File: src/design/dsu_pkg.sv
// Shared types, constants and helpers for the disjoint-set union-find engine.
package dsu_pkg;

    localparam int TABLE_DEPTH      = 1024;
    localparam int IDX_W            = $clog2(TABLE_DEPTH);
    localparam int ENTRY_W          = IDX_W + 1;
    localparam int ELEM_W           = 10;
    localparam int APB_DATA_W       = 32;
    localparam int APB_ADDR_W       = 3;
    localparam int NUM_ELEMS_RESET  = 1023;

    localparam logic REG_NUM_ELEMENTS = 1'b0;
    localparam logic FUNC_UNION       = 1'b0;

    typedef logic [IDX_W-1:0]          t_idx;
    typedef logic signed [ENTRY_W-1:0] t_entry;
    typedef logic [ELEM_W-1:0]         t_elem;

    typedef enum logic [2:0] {
        ST_CLEAR,
        ST_IDLE,
        ST_WALK,
        ST_COMP,
        ST_JOIN,
        ST_LINK,
        ST_DONE
    } t_state;

    typedef struct packed {
        logic   we;
        t_idx   waddr;
        t_entry wdata;
        t_idx   raddr;
    } t_mem_req;

    typedef struct packed {
        logic  connected;
        t_elem count;
        logic  error;
    } t_result;

    function automatic t_elem limit_elems(input t_elem num);
        if (int'(num) > TABLE_DEPTH - 1) begin
            return ELEM_W'(TABLE_DEPTH - 1);
        end
        return num;
    endfunction

endpackage

File: src/design/dsu_ctrl.sv
// Sequencer that walks parent links, compresses paths and joins sets.
module dsu_ctrl import dsu_pkg::*; (
    input  logic     i_clk,
    input  logic     i_rst_n,
    input  logic     i_accept,
    input  logic     i_func,
    input  t_elem    i_elem_a,
    input  t_elem    i_elem_b,
    input  t_elem    i_num_elements,
    input  logic     i_out_free,
    input  t_entry   i_rdata,
    output logic     o_ready,
    output t_mem_req o_mem,
    output logic     o_result_valid,
    output t_result  o_result
);

    t_state r_state, n_state;
    logic   r_phase_b, n_phase_b;
    t_elem  r_merge_count, n_merge_count;
    t_idx   r_clr_addr, n_clr_addr;
    logic   r_func, n_func;
    logic   r_err, n_err;
    t_idx   r_elem_a, n_elem_a;
    t_idx   r_elem_b, n_elem_b;
    t_idx   r_cur, n_cur;
    t_idx   r_root_a, n_root_a;
    t_idx   r_root_b, n_root_b;
    t_entry r_size_a, n_size_a;
    t_entry r_size_b, n_size_b;

    t_elem  lim;
    logic   in_err;
    logic   rd_root;
    t_idx   rd_par;
    t_idx   start;
    logic   start_is_root;
    t_idx   cur_root;
    logic   do_union;
    logic   b_big;

    assign lim    = limit_elems(i_num_elements);
    assign in_err = (i_elem_a == '0) || (i_elem_b == '0) ||
                    (i_elem_a > lim) || (i_elem_b > lim);

    assign rd_root       = i_rdata[ENTRY_W-1];
    assign rd_par        = i_rdata[IDX_W-1:0];
    assign start         = r_phase_b ? r_elem_b : r_elem_a;
    assign start_is_root = (start == r_cur);
    assign cur_root      = r_phase_b ? r_root_b : r_root_a;
    assign do_union      = (r_func == FUNC_UNION) && (r_root_a != r_root_b);
    assign b_big         = r_size_b < r_size_a;

    always_comb begin
        n_state = r_state;
        case (r_state)
            ST_CLEAR: begin
                if (r_clr_addr == IDX_W'(TABLE_DEPTH - 1)) begin
                    n_state = ST_IDLE;
                end
            end
            ST_IDLE: begin
                if (i_accept) begin
                    n_state = in_err ? ST_DONE : ST_WALK;
                end
            end
            ST_WALK: begin
                if (rd_root) begin
                    if (!start_is_root) begin
                        n_state = ST_COMP;
                    end else if (r_phase_b) begin
                        n_state = ST_JOIN;
                    end
                end
            end
            ST_COMP: begin
                if (rd_par == cur_root) begin
                    n_state = r_phase_b ? ST_JOIN : ST_WALK;
                end
            end
            ST_JOIN: begin
                n_state = do_union ? ST_LINK : ST_DONE;
            end
            ST_LINK: begin
                n_state = ST_DONE;
            end
            ST_DONE: begin
                if (i_out_free) begin
                    n_state = ST_IDLE;
                end
            end
            default: begin
                n_state = ST_IDLE;
            end
        endcase
    end

    always_comb begin
        n_phase_b     = r_phase_b;
        n_merge_count = r_merge_count;
        n_clr_addr    = r_clr_addr;
        n_func        = r_func;
        n_err         = r_err;
        n_elem_a      = r_elem_a;
        n_elem_b      = r_elem_b;
        n_cur         = r_cur;
        n_root_a      = r_root_a;
        n_root_b      = r_root_b;
        n_size_a      = r_size_a;
        n_size_b      = r_size_b;
        o_mem.we      = 1'b0;
        o_mem.waddr   = r_cur;
        o_mem.wdata   = '0;
        o_mem.raddr   = r_cur;
        case (r_state)
            ST_CLEAR: begin
                o_mem.we    = 1'b1;
                o_mem.waddr = r_clr_addr;
                o_mem.wdata = t_entry'(-1);
                n_clr_addr  = r_clr_addr + 1'b1;
            end
            ST_IDLE: begin
                o_mem.raddr = IDX_W'(i_elem_a);
                if (i_accept) begin
                    n_func    = i_func;
                    n_err     = in_err;
                    n_elem_a  = IDX_W'(i_elem_a);
                    n_elem_b  = IDX_W'(i_elem_b);
                    n_cur     = IDX_W'(i_elem_a);
                    n_phase_b = 1'b0;
                end
            end
            ST_WALK: begin
                if (rd_root) begin
                    if (r_phase_b) begin
                        n_root_b = r_cur;
                        n_size_b = i_rdata;
                    end else begin
                        n_root_a = r_cur;
                        n_size_a = i_rdata;
                    end
                    if (!start_is_root) begin
                        n_cur       = start;
                        o_mem.raddr = start;
                    end else if (!r_phase_b) begin
                        n_phase_b   = 1'b1;
                        n_cur       = r_elem_b;
                        o_mem.raddr = r_elem_b;
                    end
                end else begin
                    n_cur       = rd_par;
                    o_mem.raddr = rd_par;
                end
            end
            ST_COMP: begin
                o_mem.we    = 1'b1;
                o_mem.waddr = r_cur;
                o_mem.wdata = t_entry'({1'b0, cur_root});
                if (rd_par == cur_root) begin
                    if (!r_phase_b) begin
                        n_phase_b   = 1'b1;
                        n_cur       = r_elem_b;
                        o_mem.raddr = r_elem_b;
                    end
                end else begin
                    n_cur       = rd_par;
                    o_mem.raddr = rd_par;
                end
            end
            ST_JOIN: begin
                if (do_union) begin
                    o_mem.we    = 1'b1;
                    o_mem.waddr = b_big ? r_root_b : r_root_a;
                    o_mem.wdata = r_size_a + r_size_b;
                end
            end
            ST_LINK: begin
                o_mem.we      = 1'b1;
                o_mem.waddr   = b_big ? r_root_a : r_root_b;
                o_mem.wdata   = t_entry'({1'b0, (b_big ? r_root_b : r_root_a)});
                n_merge_count = r_merge_count + 1'b1;
            end
            default: begin
            end
        endcase
    end

    always_ff @(posedge i_clk) begin
        if (!i_rst_n) begin
            r_state       <= ST_CLEAR;
            r_phase_b     <= 1'b0;
            r_merge_count <= '0;
            r_clr_addr    <= '0;
        end else begin
            r_state       <= n_state;
            r_phase_b     <= n_phase_b;
            r_merge_count <= n_merge_count;
            r_clr_addr    <= n_clr_addr;
        end
    end

    always_ff @(posedge i_clk) begin
        r_func   <= n_func;
        r_err    <= n_err;
        r_elem_a <= n_elem_a;
        r_elem_b <= n_elem_b;
        r_cur    <= n_cur;
        r_root_a <= n_root_a;
        r_root_b <= n_root_b;
        r_size_a <= n_size_a;
        r_size_b <= n_size_b;
    end

    assign o_ready            = (r_state == ST_IDLE);
    assign o_result_valid     = (r_state == ST_DONE);
    assign o_result.connected = !r_err && (r_root_a == r_root_b);
    assign o_result.count     = (r_merge_count > lim) ? '0 : (lim - r_merge_count);
    assign o_result.error     = r_err;

endmodule

File: config.mk
export PLATFORM = sky130hd
export DESIGN_NAME = dsu_ctrl
export DESIGN_NICKNAME = d
export VERILOG_FILES = /design/src/design/dsu_pkg.sv /design/src/design/dsu_ctrl.sv
export SDC_FILE = /design/constraint.sdc
export NUM_CORES = 1
export LEC_CHECK = 0
export BUFFER_PORTS_ARGS = -buffer_cell sky130_fd_sc_hd__buf_4
export CORE_MARGIN = 1.5
export CORE_UTILIZATION = 45
export CTS_BUF_LIST = sky130_fd_sc_hd__clkbuf_16
export DETAILED_ROUTE_END_ITERATION = 7
export SYNTH_ARGS = -nofsm -noshare
export SYNTH_HDL_FRONTEND = slang
export SYNTH_SLANG_ARGS = --single-unit
File: constraint.sdc
create_clock -name i_clk -period 4.6 [get_ports i_clk]
set_input_delay 0.92 -clock i_clk [delete_from_list [all_inputs] [get_ports i_clk]]
set_output_delay 0.92 -clock i_clk [all_outputs]
set_load 0.02 [all_outputs]
== Word-level counts from Yosys, hierarchy flattened ==
Cells that the tools add are included.
Operators by class
  add/sub/neg operators: 4
  equal/unequal tests: 18
  bitwise logic cells: 2
  reduce and logical (&&, ||, !) cells: 16
  $lt $le $gt $ge: 4
  div/mod/pow operators: 0
  mux-type cells: 30
  $mul: 0
  shift operators: 0
Operator list (number)
  $mux 10: 10
  $pmux 22 s4: 1
  $pmux 10 s3: 2
  $eq 10x10->1: 3
  $gt 10x10->1: 3
  $mux 3: 9
  $mux 22: 1
  $pmux 3 s7: 1
  $add 10x1->10 const B: 2
  $logic_not 10->1: 2
  $ne 2x2->1 const B: 6
  $add 11x11->11: 1
  $lt 11x11->1: 1
  $eq 10x10->1 const B: 1
  $ne 10x10->1: 1
  $sub 10x10->10: 1
  $eq 3x3->1 const B: 3
  $eq 3x2->1 const B: 2
  $reduce_and 3->1: 2
  $reduce_and 6->1: 1
  $reduce_and 5->1: 1
  $mux 1: 4
  $reduce_and 2->1: 2
  $eq 3x1->1 const B: 1
  other kinds (9): 13
Storage, ports and cells
  memories kept: 0
  RAM bits: 0
  memory bits (read-only): 0
  bits in registers: 96
  word-level logic and storage cells: 87
  output and inout bits: 46
  latch bits: 0

== Longest topological paths before layout ==
  depth in word-level cells: 7
  mapped depth: 11

== Least setup slack after synthesis ==
No wires, ideal clock.
  path kind: input to output
  start point: input port i_num_elements[0]
  end point: output port o_result[4] in the netlist's numbering
  slack: 0.614 ns
  buffers on the path: 0
  arrival: 3.066 ns
  required time: 3.680 ns
  stages: 11
  path through: inv_1 -> ha_1 -> inv_1 -> fa_1 -> a21o_1 -> a21oi_1 -> o21bai_1 -> a21oi_1 -> o21ai_0 -> a31oi_1 -> nor3_1
RTL lines
  from (decl): RTL line dsu_ctrl.sv:9  | input t_elem i_num_elements,
  to (decl): RTL line dsu_ctrl.sv:15  | output t_result o_result

==> results.yml <==
power:
  p_sw_mw: 0.446
  p_int_mw: 1.42
  power_density_nw_per_um2: 232
  seq_power_share_pct: 50.0
  pwr-share-clk_pct: 39.9
  vdd_drop_max_v: 0.000258
  swShare_pct: 24.0
  comb_power_share_pct: 10.1
  leakage_nw: 3.28
  finalPower_mw: 1.86
drt:
  wl_um: 19900
  wl_per_cell_um: 20.7
  drc_errors: 5
  wl_met2_um: 9180
  routed.top_layer: "met4"
  first_iter_violations: 441
  met3_length_um: 1290
  num_vias: 5769
  avgViaCountPerCell: 6.01
  final_antenna_net_count: 0
  wl_met1_um: 9080
  first_pass_iters: 7
clocking:
  cts.repair.resized: 0
  tritoncts: "built"
  path_clk_slew_ns: 0.07
  cts_setup_buffers: 0
  holdBufCountCts: 0
  h-tree-depth: 3
  cts_sinks: 96
  clock_latency_ns: 0.36
  numCtsBuffers: 9
  clock_path_buffers: 2
  ctsRootBufferMaster: "clkbuf_16"
logic_synthesis:
  synth_top_area_share_pct: 31.7
  ys_top_cells_by_area: "edfxtp_1, ha_1, dfxtp_1"
  synth_compound_area_share_pct: 17.9
  syn_avg_cell_area_um2: 10.1
  synth-adder-area-share_pct: 10.1
  synth_nets: 778
  yosys_warnings: 0
  yosys.area_share.simple_pct: 13.1
  synth-xor-area-share_pct: 7.33
  yosysMostFrequentCell: "edfxtp_1"
  synth_cell_types: 61
  synth.largest_area_cell: "edfxtp_1"
  synth_mux_area_share_pct: 8.10
  synth_cells: 678
  synthFlopType: "edfxtp_1"
  synthesis.area_um2: 6820
  synth_top_family_by_area: "compound AO/OA/AOI/OAI gates"
  synth_common_cells: "edfxtp_1, nor2_1, ha_1, inv_1"
  ys_async_sr_fraction_pct: 0
  synth.yosys.seq_area_share_pct: 38.8
  synth_edf_count: 72
  synth-seq-cells: 96
timing:
  worst_clock_skew_ns: 0.00911
  holdWs_ns: 0.512
  hold_viol_final: 0
  tightest_slew_ns: 1.09
  grt_setup_unrepaired: "no"
  finalSetupViolCount: 0
  fin_crit_ns: 4.32
  period_share_pct: 93.8
  final-max-slew-violation-count: 0
  setup_tns_ns: 0
  worst_slew_margin_rel_pct: 26.9
  max_freq_mhz: 232
critical_path:
  path_cells: "inv_1 > ha_1 > and3_1 > a221o_1 > a21oi_1 > buf_4 > mux2i_1 > a221o_1 > buf_4"
  reg2reg_setup_slack_ns: 1.66
  crit_path_max_incr_delay_ns: 0.81
  cp.required_ns: 3.68
  slowest_stage: "mux2i_1"
  end_kind: "output port"
  critPathKind: "register to output port"
  cp.arrival_ns: 3.40
  critPathLaunchType: "register"
  cp_top_family: "compound AO/OA/AOI/OAI gates"
  crit_buf_inv: 3
  cp_max_fo: 12
floorplan:
  rows: 44
  die_area_um2: 15900
  io_pins: 92
  core_um2: 14600
  chipWidth_um: 126
  die_h_um: 126
  initial_core_util_pct: 46.5
hold_path:
  min_path_type: "register to register"
place:
  dp.cells: 943
  hpwl_um: 15200
  numPortBuffers: 91
  place_congestion: 0.884
cells_and_area:
  drive_gt1_share_pct: 18.9
  final_util_pct: 54.9
  nNetsFinal: 871
  stdcell_count: 960
  num_antenna_cells: 0
  area_delta_synth_final_pct: 17.9
run_status:
  failed_checks: "design-rule violations"
  status: "finished with violations"
global_route:
  antenna_found_initial: 0
  first_global_vias: 5459
  grt_max_degree: 36
  grt_util_all_layers_pct: 25.3
  grt_pass1_wl_um: 30600
  grt.overflow.total: 0
flow_run:
  drv_cap: 0
layer usage:
| metal | vias up | track usage [%] |
|---|---|---|
| met5 | - | 0 |
| met4 | 0 | 7.23 |
| met3 | 22 | 4.63 |
| met2 | 211 | 40.8 |
| met1 | 2810 | 34.9 |
| li1 | 2726 | - |
worst paths after layout:
path               startpoint               end  cells past startpoint
max               r_size_a[9]         o_mem[24]                      9
min          r_merge_count[1]  r_merge_count[1]                      2
max reg2reg         r_phase_b          r_cur[5]                      8
min reg2reg  r_merge_count[1]  r_merge_count[1]                      2
layout make-up:
type / instances / area [um2]
clock buffer: 10 / 250
clock inverter: 6 / 38.8
fill: 1322 / 6610
inverter: 48 / 180
multi-input combinational: 507 / 3860
sequential: 96 / 2640
tap: 184 / 230
timing repair buffer: 109 / 831
stage by stage:
stage | setup WS [ns] | cell area [um2]
6_report | 0.283 | 8040
5_1_grt | 0.0915 | 8040
4_1_cts | 0.215 | 8030
3_5_place_dp | 0.509 | 7740
3_3_place_gp | 0.543 | 7740
2_1_floorplan | 0.614 | 6820
layout by cell type, fill, tap and decap left out, drive strengths merged, types with 11 or more instances in the layout:
| cell type | synthesis | final |
|---|---|---|
| mux2 | 19 | 19 |
| nor2 | 53 | 53 |
| o221ai | 11 | 11 |
| a221o | 13 | 13 |
| xor2 | 24 | 24 |
| dfxtp | 24 | 24 |
| o21ai | 32 | 32 |
| o21a | 11 | 11 |
| inv | 47 | 52 |
| edfxtp | 72 | 72 |
| mux2i | 33 | 33 |
| buf | 10 | 109 |
| and2 | 15 | 15 |
| a21oi | 26 | 26 |
| nand2 | 33 | 33 |
| nor3 | 11 | 11 |
| nand3 | 13 | 13 |
| xnor2 | 33 | 33 |
| a21o | 19 | 19 |
| ha | 52 | 52 |
logic make-up (layout without fill, tap and decap cells):
| logic type | count (synthesis) | in the layout |
|---|---|---|
| AO/OA/AOI/OAI | 170 | 170 |
| XOR/XNOR | 57 | 57 |
| adder cells (fa/ha/maj) | 54 | 54 |
| buffers and inverters | 75 | 173 |
| flip-flops | 96 | 96 |
| multiplexers | 52 | 52 |
| AND/OR/NAND/NOR | 174 | 174 |
tightest hold or removal path, delay by kind of cell (launching register included):
family	cells	cell delay, ns
flops	1	0.34
compound gates	1	0.06
simple gates	1	0.06
power by group through the flow:
stage               logic (mW)  registers [mW]  clock network [mW]
finish                   0.188           0.931               0.743
global route             0.208           0.931               0.796
CTS                      0.189           0.931               0.759
detailed placement       0.188           0.951                   0
global placement         0.182           0.951                   0
floorplan               0.0966           0.950                   0
state kept, by name, summed over array words and instances (netlist names):
register	flops
r_func	1
r_elem_b	10
r_elem_a	10
r_size_a	10
r_phase_b	1
r_root_a	10
r_err	1
r_clr_addr	10
r_merge_count	10
r_root_b	10
r_size_b	10
r_cur	10
r_state	3
No activity file was read; power rests on OpenSTA's default activity.
